[config.mk]
export PLATFORM = sky130hd
export DESIGN_NAME = imu_bias_calibration
export DESIGN_NICKNAME = d
export VERILOG_FILES = /design/src/sv/imu_cal_pkg.sv /design/src/sv/imu_bias_calibration.sv /design/src/sv/imu_cal_div.sv /design/src/sv/imu_cal_dp.sv /design/src/sv/imu_cal_ctrl.sv
export SDC_FILE = /design/constraint.sdc
export NUM_CORES = 1
export LEC_CHECK = 0
export ABC_AREA = 1
export ABC_CLOCK_PERIOD_IN_PS = 16500
export BUFFER_PORTS_ARGS = -buffer_cell sky130_fd_sc_hd__buf_2
export CAP_MARGIN = 20
export CORE_MARGIN = 2
export CORE_UTILIZATION = 28
export DETAILED_ROUTE_END_ITERATION = 12
export HOLD_SLACK_MARGIN = 0.06
export PLACE_DENSITY = 0.49
export SETUP_SLACK_MARGIN = 0.15
export SYNTH_ARGS = -nofsm -noshare
export SYNTH_HDL_FRONTEND = slang
export SYNTH_SLANG_ARGS = --single-unit
[constraint.sdc]
create_clock -name aclk -period 16.5 [get_ports aclk]
set_input_delay 1.65 -clock aclk [delete_from_list [all_inputs] [get_ports aclk]]
set_output_delay 1.65 -clock aclk [all_outputs]
set_load 0.05 [all_outputs]
[src/sv/imu_cal_pkg.sv]
`timescale 1ns / 1ps
// ----------------------------------------------------------------------------
// imu_cal_pkg
// Shared widths, register indexes and controller/datapath handshake types
// for the IMU bias calibration block.
// ----------------------------------------------------------------------------
package imu_cal_pkg;

    localparam int unsigned SAMPLE_W      = 16;
    localparam int unsigned MEAN_Z_W      = 17;
    localparam int unsigned CFG_IDX_W     = 2;
    localparam int unsigned CFG_DATA_W    = 16;
    localparam int unsigned NUM_LANES     = 6;   // acc x/y/z then rate x/y/z
    localparam int unsigned LANE_W        = 3;
    localparam int unsigned MAX_PACKETS_DEF = 64;
    localparam int unsigned GRAVITY_MAX   = 32768;
    localparam int unsigned GRAVITY_RESET = 16384;

    localparam logic [CFG_IDX_W-1:0] REG_TRIM_X  = 2'd0;
    localparam logic [CFG_IDX_W-1:0] REG_TRIM_Y  = 2'd1;
    localparam logic [CFG_IDX_W-1:0] REG_TRIM_Z  = 2'd2;
    localparam logic [CFG_IDX_W-1:0] REG_GRAVITY = 2'd3;

    localparam logic [LANE_W-1:0] LANE_FIRST = 3'd0;
    localparam logic [LANE_W-1:0] LANE_LAST  = 3'd5;

    // controller -> datapath
    typedef struct packed {
        logic              in_ready;
        logic              div_start;
        logic              div_store;
        logic              finish;
        logic [LANE_W-1:0] lane;
    } ctrl_cmd_t;

    // datapath -> controller
    typedef struct packed {
        logic div_done;
        logic out_free;
    } dp_status_t;

endpackage

[src/sv/imu_bias_calibration.sv]
`timescale 1ns / 1ps
// ----------------------------------------------------------------------------
// imu_bias_calibration
// Averages accelerometer and gyro packets over a run and emits the bias
// means, gyro offset words and accelerometer trim words on the final packet.
// ----------------------------------------------------------------------------
//  channel   handshake            payload
//  s_*       s_valid / s_ready    six 16-bit samples, final_packet
//  m_*       m_valid / m_ready    six means, three gyro words, three accel words
//  cfg_*     cfg_wr_en            cfg_index, cfg_data (trims, gravity)
//
//  Non-final beats are taken back to back while idle. A final beat runs the
//  one-bit-per-cycle divider, shared by the six axes, over each axis sum of
//  SUM_W = 16 + log2(MAX_PACKETS) bits, 22 by default.
//  A beat may be taken while a result waits on m_ready; the run ends only
//  when the result register is free. Reset is synchronous, active low.
// ----------------------------------------------------------------------------
module imu_bias_calibration #(
    parameter int unsigned MAX_PACKETS = imu_cal_pkg::MAX_PACKETS_DEF
) (
    input  logic                                      aclk,
    input  logic                                      aresetn,
    input  logic                                      cfg_wr_en,
    input  logic [imu_cal_pkg::CFG_IDX_W-1:0]         cfg_index,
    input  logic [imu_cal_pkg::CFG_DATA_W-1:0]        cfg_data,
    input  logic                                      s_valid,
    output logic                                      s_ready,
    input  logic signed [imu_cal_pkg::SAMPLE_W-1:0]   s_acc_x,
    input  logic signed [imu_cal_pkg::SAMPLE_W-1:0]   s_acc_y,
    input  logic signed [imu_cal_pkg::SAMPLE_W-1:0]   s_acc_z,
    input  logic signed [imu_cal_pkg::SAMPLE_W-1:0]   s_rate_x,
    input  logic signed [imu_cal_pkg::SAMPLE_W-1:0]   s_rate_y,
    input  logic signed [imu_cal_pkg::SAMPLE_W-1:0]   s_rate_z,
    input  logic                                      s_final_packet,
    output logic                                      m_valid,
    input  logic                                      m_ready,
    output logic signed [imu_cal_pkg::SAMPLE_W-1:0]   m_mean_acc_x,
    output logic signed [imu_cal_pkg::SAMPLE_W-1:0]   m_mean_acc_y,
    output logic signed [imu_cal_pkg::MEAN_Z_W-1:0]   m_mean_acc_z,
    output logic signed [imu_cal_pkg::SAMPLE_W-1:0]   m_mean_rate_x,
    output logic signed [imu_cal_pkg::SAMPLE_W-1:0]   m_mean_rate_y,
    output logic signed [imu_cal_pkg::SAMPLE_W-1:0]   m_mean_rate_z,
    output logic signed [imu_cal_pkg::SAMPLE_W-1:0]   m_gyro_word_x,
    output logic signed [imu_cal_pkg::SAMPLE_W-1:0]   m_gyro_word_y,
    output logic signed [imu_cal_pkg::SAMPLE_W-1:0]   m_gyro_word_z,
    output logic signed [imu_cal_pkg::SAMPLE_W-1:0]   m_accel_word_x,
    output logic signed [imu_cal_pkg::SAMPLE_W-1:0]   m_accel_word_y,
    output logic signed [imu_cal_pkg::SAMPLE_W-1:0]   m_accel_word_z
);

    import imu_cal_pkg::*;

    ctrl_cmd_t  cmd;
    dp_status_t status;

    imu_cal_ctrl u_ctrl (
        .aclk           (aclk),
        .aresetn        (aresetn),
        .s_valid        (s_valid),
        .s_final_packet (s_final_packet),
        .status         (status),
        .cmd            (cmd)
    );

    imu_cal_dp #(
        .MAX_PACKETS (MAX_PACKETS)
    ) u_dp (
        .aclk           (aclk),
        .aresetn        (aresetn),
        .cmd            (cmd),
        .status         (status),
        .cfg_wr_en      (cfg_wr_en),
        .cfg_index      (cfg_index),
        .cfg_data       (cfg_data),
        .s_valid        (s_valid),
        .s_acc_x        (s_acc_x),
        .s_acc_y        (s_acc_y),
        .s_acc_z        (s_acc_z),
        .s_rate_x       (s_rate_x),
        .s_rate_y       (s_rate_y),
        .s_rate_z       (s_rate_z),
        .m_valid        (m_valid),
        .m_ready        (m_ready),
        .m_mean_acc_x   (m_mean_acc_x),
        .m_mean_acc_y   (m_mean_acc_y),
        .m_mean_acc_z   (m_mean_acc_z),
        .m_mean_rate_x  (m_mean_rate_x),
        .m_mean_rate_y  (m_mean_rate_y),
        .m_mean_rate_z  (m_mean_rate_z),
        .m_gyro_word_x  (m_gyro_word_x),
        .m_gyro_word_y  (m_gyro_word_y),
        .m_gyro_word_z  (m_gyro_word_z),
        .m_accel_word_x (m_accel_word_x),
        .m_accel_word_y (m_accel_word_y),
        .m_accel_word_z (m_accel_word_z)
    );

    assign s_ready = cmd.in_ready;

endmodule

[src/sv/imu_cal_div.sv]
`timescale 1ns / 1ps
// ----------------------------------------------------------------------------
// imu_cal_div
// Iterative signed-by-unsigned divider, one quotient bit per cycle,
// truncating toward zero.
// ----------------------------------------------------------------------------
module imu_cal_div #(
    parameter int unsigned DIVIDEND_W = 22,
    parameter int unsigned DIVISOR_W  = 7
) (
    input  logic                         aclk,
    input  logic                         aresetn,
    input  logic                         start,
    input  logic signed [DIVIDEND_W-1:0] dividend,
    input  logic        [DIVISOR_W-1:0]  divisor,
    output logic                         done,
    output logic signed [DIVIDEND_W-1:0] quotient
);

    localparam int unsigned STEP_W = $clog2(DIVIDEND_W);

    logic                    busy_reg;
    logic                    done_reg;
    logic [STEP_W-1:0]       step_reg;
    logic [DIVIDEND_W-1:0]   mag_reg;
    logic [DIVISOR_W-1:0]    rem_reg;
    logic                    neg_reg;

    logic [DIVIDEND_W-1:0]   abs_in;
    logic [DIVISOR_W:0]      trial;
    logic [DIVISOR_W:0]      diff;
    logic                    q_bit;
    logic [DIVISOR_W-1:0]    rem_next;

    assign abs_in = dividend[DIVIDEND_W-1] ? (DIVIDEND_W'(0) - dividend) : dividend;

    always_comb begin
        trial    = {rem_reg, mag_reg[DIVIDEND_W-1]};
        diff     = trial - {1'b0, divisor};
        q_bit    = (trial >= {1'b0, divisor});
        rem_next = q_bit ? diff[DIVISOR_W-1:0] : trial[DIVISOR_W-1:0];
    end

    always_ff @(posedge aclk) begin
        if (!aresetn) begin
            busy_reg <= 1'b0;
            done_reg <= 1'b0;
            step_reg <= '0;
        end else begin
            done_reg <= 1'b0;
            if (start) begin
                busy_reg <= 1'b1;
                step_reg <= STEP_W'(DIVIDEND_W - 1);
            end else if (busy_reg) begin
                if (step_reg == '0) begin
                    busy_reg <= 1'b0;
                    done_reg <= 1'b1;
                end else begin
                    step_reg <= step_reg - 1'b1;
                end
            end
        end
    end

    // quotient bits shift in behind the dividend bits as they leave
    always_ff @(posedge aclk) begin
        if (start) begin
            mag_reg <= abs_in;
            rem_reg <= '0;
            neg_reg <= dividend[DIVIDEND_W-1];
        end else if (busy_reg) begin
            mag_reg <= {mag_reg[DIVIDEND_W-2:0], q_bit};
            rem_reg <= rem_next;
        end
    end

    assign done     = done_reg;
    assign quotient = neg_reg ? $signed(DIVIDEND_W'(0) - mag_reg) : $signed(mag_reg);

endmodule

[src/sv/imu_cal_dp.sv]
`timescale 1ns / 1ps
// ----------------------------------------------------------------------------
// imu_cal_dp
// Datapath: configuration registers, per-axis sums and packet count, the
// shared divider, mean registers and the result register.
// ----------------------------------------------------------------------------
module imu_cal_dp #(
    parameter int unsigned MAX_PACKETS = imu_cal_pkg::MAX_PACKETS_DEF
) (
    input  logic                                      aclk,
    input  logic                                      aresetn,
    input  imu_cal_pkg::ctrl_cmd_t                    cmd,
    output imu_cal_pkg::dp_status_t                   status,
    input  logic                                      cfg_wr_en,
    input  logic [imu_cal_pkg::CFG_IDX_W-1:0]         cfg_index,
    input  logic [imu_cal_pkg::CFG_DATA_W-1:0]        cfg_data,
    input  logic                                      s_valid,
    input  logic signed [imu_cal_pkg::SAMPLE_W-1:0]   s_acc_x,
    input  logic signed [imu_cal_pkg::SAMPLE_W-1:0]   s_acc_y,
    input  logic signed [imu_cal_pkg::SAMPLE_W-1:0]   s_acc_z,
    input  logic signed [imu_cal_pkg::SAMPLE_W-1:0]   s_rate_x,
    input  logic signed [imu_cal_pkg::SAMPLE_W-1:0]   s_rate_y,
    input  logic signed [imu_cal_pkg::SAMPLE_W-1:0]   s_rate_z,
    output logic                                      m_valid,
    input  logic                                      m_ready,
    output logic signed [imu_cal_pkg::SAMPLE_W-1:0]   m_mean_acc_x,
    output logic signed [imu_cal_pkg::SAMPLE_W-1:0]   m_mean_acc_y,
    output logic signed [imu_cal_pkg::MEAN_Z_W-1:0]   m_mean_acc_z,
    output logic signed [imu_cal_pkg::SAMPLE_W-1:0]   m_mean_rate_x,
    output logic signed [imu_cal_pkg::SAMPLE_W-1:0]   m_mean_rate_y,
    output logic signed [imu_cal_pkg::SAMPLE_W-1:0]   m_mean_rate_z,
    output logic signed [imu_cal_pkg::SAMPLE_W-1:0]   m_gyro_word_x,
    output logic signed [imu_cal_pkg::SAMPLE_W-1:0]   m_gyro_word_y,
    output logic signed [imu_cal_pkg::SAMPLE_W-1:0]   m_gyro_word_z,
    output logic signed [imu_cal_pkg::SAMPLE_W-1:0]   m_accel_word_x,
    output logic signed [imu_cal_pkg::SAMPLE_W-1:0]   m_accel_word_y,
    output logic signed [imu_cal_pkg::SAMPLE_W-1:0]   m_accel_word_z
);

    import imu_cal_pkg::*;

    localparam int unsigned SUM_W = SAMPLE_W + $clog2(MAX_PACKETS);
    localparam int unsigned CNT_W = $clog2(MAX_PACKETS + 1);
    localparam int unsigned WIDE_W = MEAN_Z_W + 1;

    logic signed [SAMPLE_W-1:0] trim_reg [3];
    logic        [CFG_DATA_W-1:0] grav_reg;

    logic signed [SUM_W-1:0]    sum_reg  [NUM_LANES];
    logic        [CNT_W-1:0]    cnt_reg;
    logic signed [SAMPLE_W-1:0] mean_reg [NUM_LANES];
    logic                       m_valid_reg;

    logic signed [SAMPLE_W-1:0] sample   [NUM_LANES];
    logic                       accept;
    logic                       room;
    logic signed [SUM_W-1:0]    div_quo;
    logic                       div_done;

    logic        [MEAN_Z_W-1:0] grav_clamp;
    logic signed [WIDE_W-1:0]   acc_z_wide;
    logic signed [WIDE_W-1:0]   acc_mean_wide [3];
    logic signed [WIDE_W-1:0]   acc_eighth    [3];
    logic signed [WIDE_W-1:0]   acc_word_wide [3];
    logic signed [WIDE_W-1:0]   rate_neg      [3];
    logic signed [WIDE_W-1:0]   rate_quarter  [3];

    assign sample[0] = s_acc_x;
    assign sample[1] = s_acc_y;
    assign sample[2] = s_acc_z;
    assign sample[3] = s_rate_x;
    assign sample[4] = s_rate_y;
    assign sample[5] = s_rate_z;

    assign accept = s_valid && cmd.in_ready;
    assign room   = (cnt_reg < CNT_W'(MAX_PACKETS));

    // configuration
    always_ff @(posedge aclk) begin
        if (!aresetn) begin
            trim_reg[0] <= '0;
            trim_reg[1] <= '0;
            trim_reg[2] <= '0;
            grav_reg    <= CFG_DATA_W'(GRAVITY_RESET);
        end else if (cfg_wr_en) begin
            unique case (cfg_index)
                REG_TRIM_X:  trim_reg[0] <= $signed(cfg_data);
                REG_TRIM_Y:  trim_reg[1] <= $signed(cfg_data);
                REG_TRIM_Z:  trim_reg[2] <= $signed(cfg_data);
                REG_GRAVITY: grav_reg    <= cfg_data;
                default: ;
            endcase
        end
    end

    // accumulation; sums clear as the result is loaded
    always_ff @(posedge aclk) begin
        if (!aresetn) begin
            cnt_reg <= '0;
            for (int i = 0; i < NUM_LANES; i++) begin
                sum_reg[i] <= '0;
            end
        end else if (cmd.finish) begin
            cnt_reg <= '0;
            for (int i = 0; i < NUM_LANES; i++) begin
                sum_reg[i] <= '0;
            end
        end else if (accept && room) begin
            cnt_reg <= cnt_reg + 1'b1;
            for (int i = 0; i < NUM_LANES; i++) begin
                sum_reg[i] <= sum_reg[i] + SUM_W'(sample[i]);
            end
        end
    end

    // count is at least one here: the final beat was summed if there was room
    imu_cal_div #(
        .DIVIDEND_W (SUM_W),
        .DIVISOR_W  (CNT_W)
    ) u_div (
        .aclk     (aclk),
        .aresetn  (aresetn),
        .start    (cmd.div_start),
        .dividend (sum_reg[cmd.lane]),
        .divisor  (cnt_reg),
        .done     (div_done),
        .quotient (div_quo)
    );

    always_ff @(posedge aclk) begin
        if (cmd.div_store) begin
            mean_reg[cmd.lane] <= div_quo[SAMPLE_W-1:0];
        end
    end

    // result words
    always_comb begin
        grav_clamp = (grav_reg > CFG_DATA_W'(GRAVITY_MAX)) ?
                     MEAN_Z_W'(GRAVITY_MAX) : MEAN_Z_W'(grav_reg);
        if (mean_reg[2] > 0) begin
            acc_z_wide = WIDE_W'(mean_reg[2]) - $signed(WIDE_W'(grav_clamp));
        end else begin
            acc_z_wide = WIDE_W'(mean_reg[2]) + $signed(WIDE_W'(grav_clamp));
        end
        acc_mean_wide[0] = WIDE_W'(mean_reg[0]);
        acc_mean_wide[1] = WIDE_W'(mean_reg[1]);
        acc_mean_wide[2] = acc_z_wide;
        for (int i = 0; i < 3; i++) begin
            // truncating divide by 8 and by 4: bias negatives before the shift
            acc_eighth[i] = (acc_mean_wide[i] + (acc_mean_wide[i] < 0 ?
                            WIDE_W'(7) : WIDE_W'(0))) >>> 3;
            acc_word_wide[i] = WIDE_W'(trim_reg[i]) - acc_eighth[i];
            rate_neg[i] = WIDE_W'(0) - WIDE_W'(mean_reg[3 + i]);
            rate_quarter[i] = (rate_neg[i] + (rate_neg[i] < 0 ?
                              WIDE_W'(3) : WIDE_W'(0))) >>> 2;
        end
    end

    always_ff @(posedge aclk) begin
        if (!aresetn) begin
            m_valid_reg <= 1'b0;
        end else if (cmd.finish) begin
            m_valid_reg <= 1'b1;
        end else if (m_ready) begin
            m_valid_reg <= 1'b0;
        end
    end

    always_ff @(posedge aclk) begin
        if (cmd.finish) begin
            m_mean_acc_x   <= mean_reg[0];
            m_mean_acc_y   <= mean_reg[1];
            m_mean_acc_z   <= acc_z_wide[MEAN_Z_W-1:0];
            m_mean_rate_x  <= mean_reg[3];
            m_mean_rate_y  <= mean_reg[4];
            m_mean_rate_z  <= mean_reg[5];
            m_gyro_word_x  <= rate_quarter[0][SAMPLE_W-1:0];
            m_gyro_word_y  <= rate_quarter[1][SAMPLE_W-1:0];
            m_gyro_word_z  <= rate_quarter[2][SAMPLE_W-1:0];
            m_accel_word_x <= acc_word_wide[0][SAMPLE_W-1:0];
            m_accel_word_y <= acc_word_wide[1][SAMPLE_W-1:0];
            m_accel_word_z <= acc_word_wide[2][SAMPLE_W-1:0];
        end
    end

    assign m_valid         = m_valid_reg;
    assign status.div_done = div_done;
    assign status.out_free = !m_valid_reg || m_ready;

endmodule

[src/sv/imu_cal_ctrl.sv]
`timescale 1ns / 1ps
// ----------------------------------------------------------------------------
// imu_cal_ctrl
// Sequencer: takes beats while idle and, after a final beat, steps the
// shared divider over the six axes, then loads the result register.
// ----------------------------------------------------------------------------
module imu_cal_ctrl (
    input  logic                    aclk,
    input  logic                    aresetn,
    input  logic                    s_valid,
    input  logic                    s_final_packet,
    input  imu_cal_pkg::dp_status_t status,
    output imu_cal_pkg::ctrl_cmd_t  cmd
);

    import imu_cal_pkg::*;

    typedef enum logic [1:0] {
        ST_IDLE,
        ST_START,
        ST_WAIT,
        ST_FINISH
    } state_t;

    state_t            state_reg, state_next;
    logic [LANE_W-1:0] lane_reg, lane_next;

    always_comb begin
        state_next    = state_reg;
        lane_next     = lane_reg;
        cmd           = '0;
        cmd.lane      = lane_reg;
        unique case (state_reg)
            ST_IDLE: begin
                cmd.in_ready = 1'b1;
                if (s_valid && s_final_packet) begin
                    lane_next  = LANE_FIRST;
                    state_next = ST_START;
                end
            end
            ST_START: begin
                cmd.div_start = 1'b1;
                state_next    = ST_WAIT;
            end
            ST_WAIT: begin
                if (status.div_done) begin
                    cmd.div_store = 1'b1;
                    if (lane_reg == LANE_LAST) begin
                        state_next = ST_FINISH;
                    end else begin
                        lane_next  = lane_reg + 1'b1;
                        state_next = ST_START;
                    end
                end
            end
            ST_FINISH: begin
                if (status.out_free) begin
                    cmd.finish = 1'b1;
                    state_next = ST_IDLE;
                end
            end
            default: state_next = ST_IDLE;
        endcase
    end

    always_ff @(posedge aclk) begin
        if (!aresetn) begin
            state_reg <= ST_IDLE;
            lane_reg  <= LANE_FIRST;
        end else begin
            state_reg <= state_next;
            lane_reg  <= lane_next;
        end
    end

endmodule
==> results of run 1 <==
## kinds of logic (layout without fill, tap and decap cells)
family,after synthesis,in the layout
adder cells (fa/ha/maj),224,224
AO/OA/AOI/OAI,797,797
buffers and inverters,435,846
AND/OR/NAND/NOR,1055,1055
XOR/XNOR,196,196
flip-flops,538,538
other,0,3
## per-layer routing
metal  vias to the layer above  global-route usage [%]  routed length, um
met5                         -                       0                 74
met4                        12                    4.12               1880
met3                       116                    2.62               5410
met2                       621                    26.2              42900
met1                     11200                    21.6              42400
li1                      12100                       -                  -
## layout by cell type, fill, tap and decap left out, drive strengths merged, types with 5 or more instances in the layout
cell type and count:
xnor2 49, nor3b 6, o21bai 9, nand2 514, clkinv 23, nor3 50, a21boi 18, o31ai 14
a32o 9, dfxtp 46, o211ai 7, o21a 66, nor2 271, o21ai 245, xor2 147, clkbuf 87
fa 11, nand3 135, inv 382, a21o 8, edfxtp 492, bufinv 8, or2 16, a31oi 16
buf 340, a21oi 371, clkinvlp 6, nor4 21, o22ai 10, o221ai 7, a211oi 5, nand4 34
ha 213
## report_power, final
part           leakage, nW  switching (mW)  internal (mW)
clock network         1.12           0.624          0.929
logic                 9.28           0.872          0.400
registers             5.10          0.0883           1.69
## worst max-delay path by stage
stage	startpoint	end	slack [ns]	depth (start not counted)
global placement	u_dp.grav_reg[8]$_SDFFE_PN0P_	u_dp.m_accel_word_z[14]$_DFFE_PP_	9.47	47
detailed placement	u_dp.grav_reg[2]$_SDFFE_PN0P_	u_dp.m_accel_word_z[14]$_DFFE_PP_	9.44	47
CTS	u_dp.grav_reg[2]$_SDFFE_PN0P_	u_dp.m_accel_word_z[14]$_DFFE_PP_	9.39	47
global route	u_dp.grav_reg[2]$_SDFFE_PN0P_	u_dp.m_accel_word_z[14]$_DFFE_PP_	8.71	47
finish	u_dp.grav_reg[2]$_SDFFE_PN0P_	u_dp.m_accel_word_z[14]$_DFFE_PP_	9.37	47
floorplan	m_ready	u_dp.sum_reg[0][0]$_SDFFCE_PN0P_	2.12	4
## cell type report
type | count | share of cell area [%]
sequential | 538 | 42.3
timing repair buffer | 340 | 4.91
inverter | 382 | 3.87
tap | 1488 | 5.02
multi-input combinational | 2272 | 37.6
clock inverter | 37 | 1.30
clock buffer | 87 | 4.98
antenna | 3 | 0.0202
## critical path: cells and delay by family (launching register included)
kind,cells,cell delay [ns]
flip-flops,1,0.38
AND/OR/NAND/NOR,23,1.94
AO/OA/AOI/OAI,10,2.02
adder cells (fa/ha/maj),5,1.31
buffers and inverters,6,0.79
XOR/XNOR,3,0.42
## metrics by stage
stage,cell area (um2),hold slack [ns]
CTS,37000,0.458
finish,37100,0.448
floorplan,31100,0.426
global placement,34700,0.445
detailed placement,34700,0.451
global route,37100,0.466
==> reports/qor.yml, run 1 <==
floorplan:
  die_w_um: 338
  initial_utilization_pct: 28.2
  core_mm2: 0.111
  io_pins: 315
  die_h_um: 338
  core.rowCount: 122
  dieArea_mm2: 0.114
critical_path:
  endpoint_kind: "flip-flop"
  worstPathArrival_ns: 7.51
  r2r_slack_ns: 9.37
  cpMostUsedCell: "nand2_1"
  worstReg2RegStart: "u_dp.grav_reg[2]$_SDFFE_PN0P_"
  cpPeakStageDelay_ns: 0.40
  critPathLaunchType: "flip-flop"
  crit_type: "flip-flop to flip-flop"
  r2r_cells: 47
  r2r_end: "u_dp.m_accel_word_z[14]$_DFFE_PP_"
  critPathSlowestCell: "fa_1"
  cp_data_required_time_ns: 16.88
  crit_fanout: 14
global_route:
  grt_overflow: 0
  grt_pass1_wl_um: 137000
  gr-usage-all-layers_pct: 15.9
  grt_max_degree: 78
  grt_pass1_vias: 22900
  grt_antenna_before_repair: 18
clocking:
  cts_tree: "yes"
  cts_setup_buffers: 0
  clkSinkCount: 538
  clk_pin_slew_ns: 0.06
  cts_made_buffers: 69
  cts_hold_buf: 0
  clockRootBuffer: "clkbuf_16"
  cts_max_level: 3
  cts_buffer_depth: 3
  clock_latency_ns: 0.63
  post_cts_resized: 0
flow_run:
  cap_violations: 0
sta:
  setup_tns_ns: 0
  tightestPinTransition_ns: 1.06
  fmax_ghz: 0.140
  drv_slew: 0
  skew_ns: 0.0272
  worst_slack_ns: 9.37
  setup_viol: 0
  rsz0062_at_grt: "false"
  period_minus_slack_ns: 7.13
  hold_viol: 0
  maxSlewHeadroom_pct: 29.3
  final.period_utilization_pct: 43.2
placement:
  routabilityCongestion: 0.855
  preCtsSetupSlack_ns: 9.44
  dp.cells: 5018
  dp_hpwl_um: 70200
  io_buffers: 314
routing:
  ant_nets: 0
  drcViolationCount: 0
  wl_per_cell_um: 18.0
  vias_per_cell: 4.68
  wl_um: 92600
  drt_iter0_markers: 1526
  num_vias: 24100
  first_pass_iters: 5
synth:
  syn-cell-area_mm2: 0.0311
  synth_xor_area_share_pct: 5.54
  synth_area_leaders: "edfxtp_1 47%, ha_1 8.6%, nand2_1 6.1%"
  synth_top_area_cell: "edfxtp_1"
  syn-mean-instance-area_um2: 9.60
  synth_edf_count: 492
  synthCells: 3245
  synth_fa_ha_area_share_pct: 9.26
  synth-compound-area-share_pct: 14.5
  synth-seq-cells: 538
  synthMuxAreaShare_pct: 0
  synth_flop_cell: "edfxtp_1"
  ys_async_sr_fraction_pct: 0
  yosysMostFrequentCell: "nand2_1"
  yosys_warnings: 0
  yosysUniqueCellTypes: 62
  yosys.area_share.simple_pct: 15.0
  yosysSeqAreaShare_pct: 50.4
  yosys-top-cells-count: "502 x nand2_1, 492 x edfxtp_1, 377 x inv_1"
  synth_top_family_by_area: "simple AND/OR/NAND/NOR gates"
  yosys.area.top_type_share_pct: 47.4
  synth_nets: 3589
finish:
  drive_gt1_share_pct: 15.0
  area_growth_pct: 19.1
  final.fill_count: 11500
  multi_input_area_mm2: 0.0139
  fin_util_pct: 33.6
  finalNonFillerCells: 5147
  final_nets: 3947
  register_area_mm2: 0.0157
  largest_register_ffs: 132
power_and_ir_drop:
  fin_total_pwr_mw: 4.61
  peakVddDrop_mv: 0.0833
  leakage_nw: 15.5
  power_density_mw_per_mm2: 124
hold_path:
  holdCritPathClass: "flip-flop to flip-flop"
  min_to: "u_dp.m_mean_rate_y[9]$_DFFE_PP_"
  min_from: "u_dp.mean_reg[4][9]$_DFFE_PP_"
  hold_depth: 0
status:
  status: "completed"
Power figures use the tool's default switching activity.
==> run 2: changes to the inputs <==
--- a/config.mk
+++ b/config.mk
@@ -6,7 +6,7 @@
 export NUM_CORES = 1
 export LEC_CHECK = 0
 export ABC_AREA = 1
-export ABC_CLOCK_PERIOD_IN_PS = 16500
+export ABC_CLOCK_PERIOD_IN_PS = 7300
 export BUFFER_PORTS_ARGS = -buffer_cell sky130_fd_sc_hd__buf_2
 export CAP_MARGIN = 20
 export CORE_MARGIN = 2
==> constraint.sdc (replaced) <==
create_clock -name aclk -period 7.3 [get_ports aclk]
set_input_delay 0.73 -clock aclk [delete_from_list [all_inputs] [get_ports aclk]]
set_output_delay 0.73 -clock aclk [all_outputs]
set_load 0.05 [all_outputs]
==> run 2 against run 1 <==
Compared with the run above:
- via count hardly changed
- global-route usage is 0.062 points higher
- combinational power up 130%
- clock power is 130% higher
- die area is the same
==> reports/qor.yml, run 2 (synthesis gave the netlist of run 1 again) <==
clocking:
  cts_hold_buf: 0  # unchanged
  cts_max_level: 3  # unchanged
  clkSinkCount: 538  # unchanged
  clk_pin_slew_ns: 0.06  # about the same
  cts_made_buffers: 69  # unchanged
  clock_latency_ns: 0.64  # about the same
  cts_tree: "yes"
  cts_buffer_depth: 3  # unchanged
  clockRootBuffer: "clkbuf_16"
global_route:
  grt_overflow: 0  # unchanged
  gr-usage-all-layers_pct: 16.0  # +0.062 points
  grt_pass1_wl_um: 138000  # +0.63%
  grt_pass1_vias: 23000  # +0.27%
  grt_antenna_before_repair: 14  # -4
  grt_max_degree: 168  # +120%
finish:
  final.fill_count: 11500  # -0.096%
  final_common_cell: "nand2_1"
  final_nets: 3953  # +0.15%
  largest_register_ffs: 132  # unchanged
  drive_gt1_share_pct: 15.3  # +0.29 points
  layout_common_cells: "500 x nand2_1, 492 x edfxtp_1, 374 x inv_1"
  register_area_mm2: 0.0157  # unchanged
  area_growth_pct: 19.4
  multi_input_area_mm2: 0.0140  # +0.15%
  fin_util_pct: 33.6  # +0.090 points
routing:
  drcViolationCount: 0  # unchanged
  num_vias: 24100  # +0.037%
  vias_per_cell: 4.67  # -0.12%
  wl_per_cell_um: 18.0  # about the same
  wl_um: 92700  # about the same
  drt_iter0_markers: 1539  # +0.85%
  first_pass_iters: 5  # unchanged
  ant_nets: 0  # unchanged
power_and_ir_drop:
  fin_total_pwr_mw: 10.5  # +130%
  power_frac_clock_pct: 33.9  # +0.2 points
  peakVddDrop_mv: 0.151  # +82%
  power_density_mw_per_mm2: 282  # +130%
  p_comb_share_pct: 27.5  # about the same
  p_sw_mw: 3.57  # +130%
  leakage_nw: 15.5  # +0.33%
  sw_frac_of_total_pct: 34.1  # -0.25 points
  intPower_mw: 6.90  # +130%
  pwr-share-seq_pct: 38.5  # -0.2 points
placement:
  routabilityCongestion: 0.878  # +2.7%
  io_buffers: 314  # unchanged
  dp_hpwl_um: 70500  # +0.46%
  preCtsSetupSlack_ns: 0.508  # -8.93 ns
status:
  status: "completed"
floorplan:
  dieArea_mm2: 0.114  # unchanged
  core.rowCount: 122  # unchanged
  die_h_um: 338  # unchanged
  io_pins: 315  # unchanged
  die_w_um: 338  # unchanged
  core_mm2: 0.111  # unchanged
  initial_utilization_pct: 28.2  # unchanged
sta:
  final.period_utilization_pct: 88.0  # +45 points
  maxSlewHeadroom_pct: 27.8  # -1.5 points
  period_minus_slack_ns: 6.42  # -0.709 ns
  worst_slack_ns: 0.878  # -8.49 ns
  holdWs_ns: 0.396  # -0.0522 ns
  skew_ns: 0.0434  # +0.0163 ns
  hold_viol: 0  # unchanged
  fmax_ghz: 0.156  # +11%
  rsz0062_at_grt: "false"
  tightestPinTransition_ns: 1.08  # +0.0236 ns
  setup_viol: 0  # unchanged
  drv_slew: 0  # unchanged
  setup_tns_ns: 0  # unchanged
critical_path:
  worstPathArrival_ns: 6.80  # -0.71 ns
  cp_data_required_time_ns: 7.68  # -9.20 ns
  endpoint_kind: "flip-flop"
  crit_type: "flip-flop to flip-flop"
  cpMostUsedCell: "nand2_1"
  cpPeakStageDelay_ns: 0.40  # about the same
  crit_fanout: 6  # -8
  critPathSlowestCell: "fa_1"
  critPathLaunchType: "flip-flop"
hold_path:
  holdCritPathClass: "input port to flip-flop"
flow_run:
  cap_violations: 0  # unchanged
run 2: path summary, 6_finish.rpt:
kind                                                    start                                 to  slack [ns]  cells past startpoint
worst max-delay path            u_dp.grav_reg[1]$_SDFFE_PN0P_  u_dp.m_accel_word_z[14]$_DFFE_PP_        0.88                     49
worst min-delay path                             cfg_data[14]     u_dp.grav_reg[14]$_SDFFE_PN1P_        0.40                      3
worst max register to register  u_dp.grav_reg[1]$_SDFFE_PN0P_  u_dp.m_accel_word_z[14]$_DFFE_PP_        0.88                     49
worst min register to register  u_dp.mean_reg[4][9]$_DFFE_PP_    u_dp.m_mean_rate_y[9]$_DFFE_PP_        0.45                      0
run 2: worst max-delay path: cells and delay by family (launching register included):
| family | cells | cell delay [ns] |
|---|---|---|
| AOI/OAI and AO/OA | 11 | 1.46 |
| buffers and inverters | 8 | 0.68 |
| and+or+nand+nor | 22 | 1.97 |
| DFF | 1 | 0.34 |
| xor gates and xnor gates | 3 | 0.42 |
| adders and majority gates | 5 | 1.29 |
run 2: layer usage:
| metal | global-route usage, % | part of all wire, % |
|---|---|---|
| met5 | 0 | 0.073 |
| met3 | 2.50 | 5.2 |
| met1 | 21.6 | 46 |
| met2 | 26.4 | 46 |
| met4 | 4.32 | 2.3 |
run 2: through the flow:
| stage | area [um2] | std cells |
|---|---|---|
| 6_report | 37200 | 5155 |
| 5_1_grt | 37200 | 5152 |
| 4_1_cts | 37100 | 5145 |
| 3_5_place_dp | 34700 | 5019 |
| 3_3_place_gp | 34700 | 5019 |
| 2_1_floorplan | 31200 | 3245 |
run 2: timing repair:
item,in CTS,in global routing
resized for setup,0,11
setup endpoints to repair,0,4
buffers inserted,0,5
endpoints found under the hold margin,0,0
run 2: cell type report:
cell class | instances | area share [%]
flip-flops and latches | 538 | 42.2
multi-input cells | 2272 | 37.6
repair buffers | 346 | 5.01
well taps | 1488 | 5.01
clock buffers | 85 | 4.92
inverters | 382 | 3.87
clock inverters | 41 | 1.42
diodes | 3 | 0.0202
run 2: power groups by stage:
stage               logic (mW)  clock network [mW]  registers (mW)
floorplan                 1.87                   0            4.15
global placement          2.87                   0            4.10
detailed placement        2.88                   0            4.10
CTS                       2.90                3.66            4.04
global route              3.27                3.76            4.07
finish                    2.88                3.55            4.04
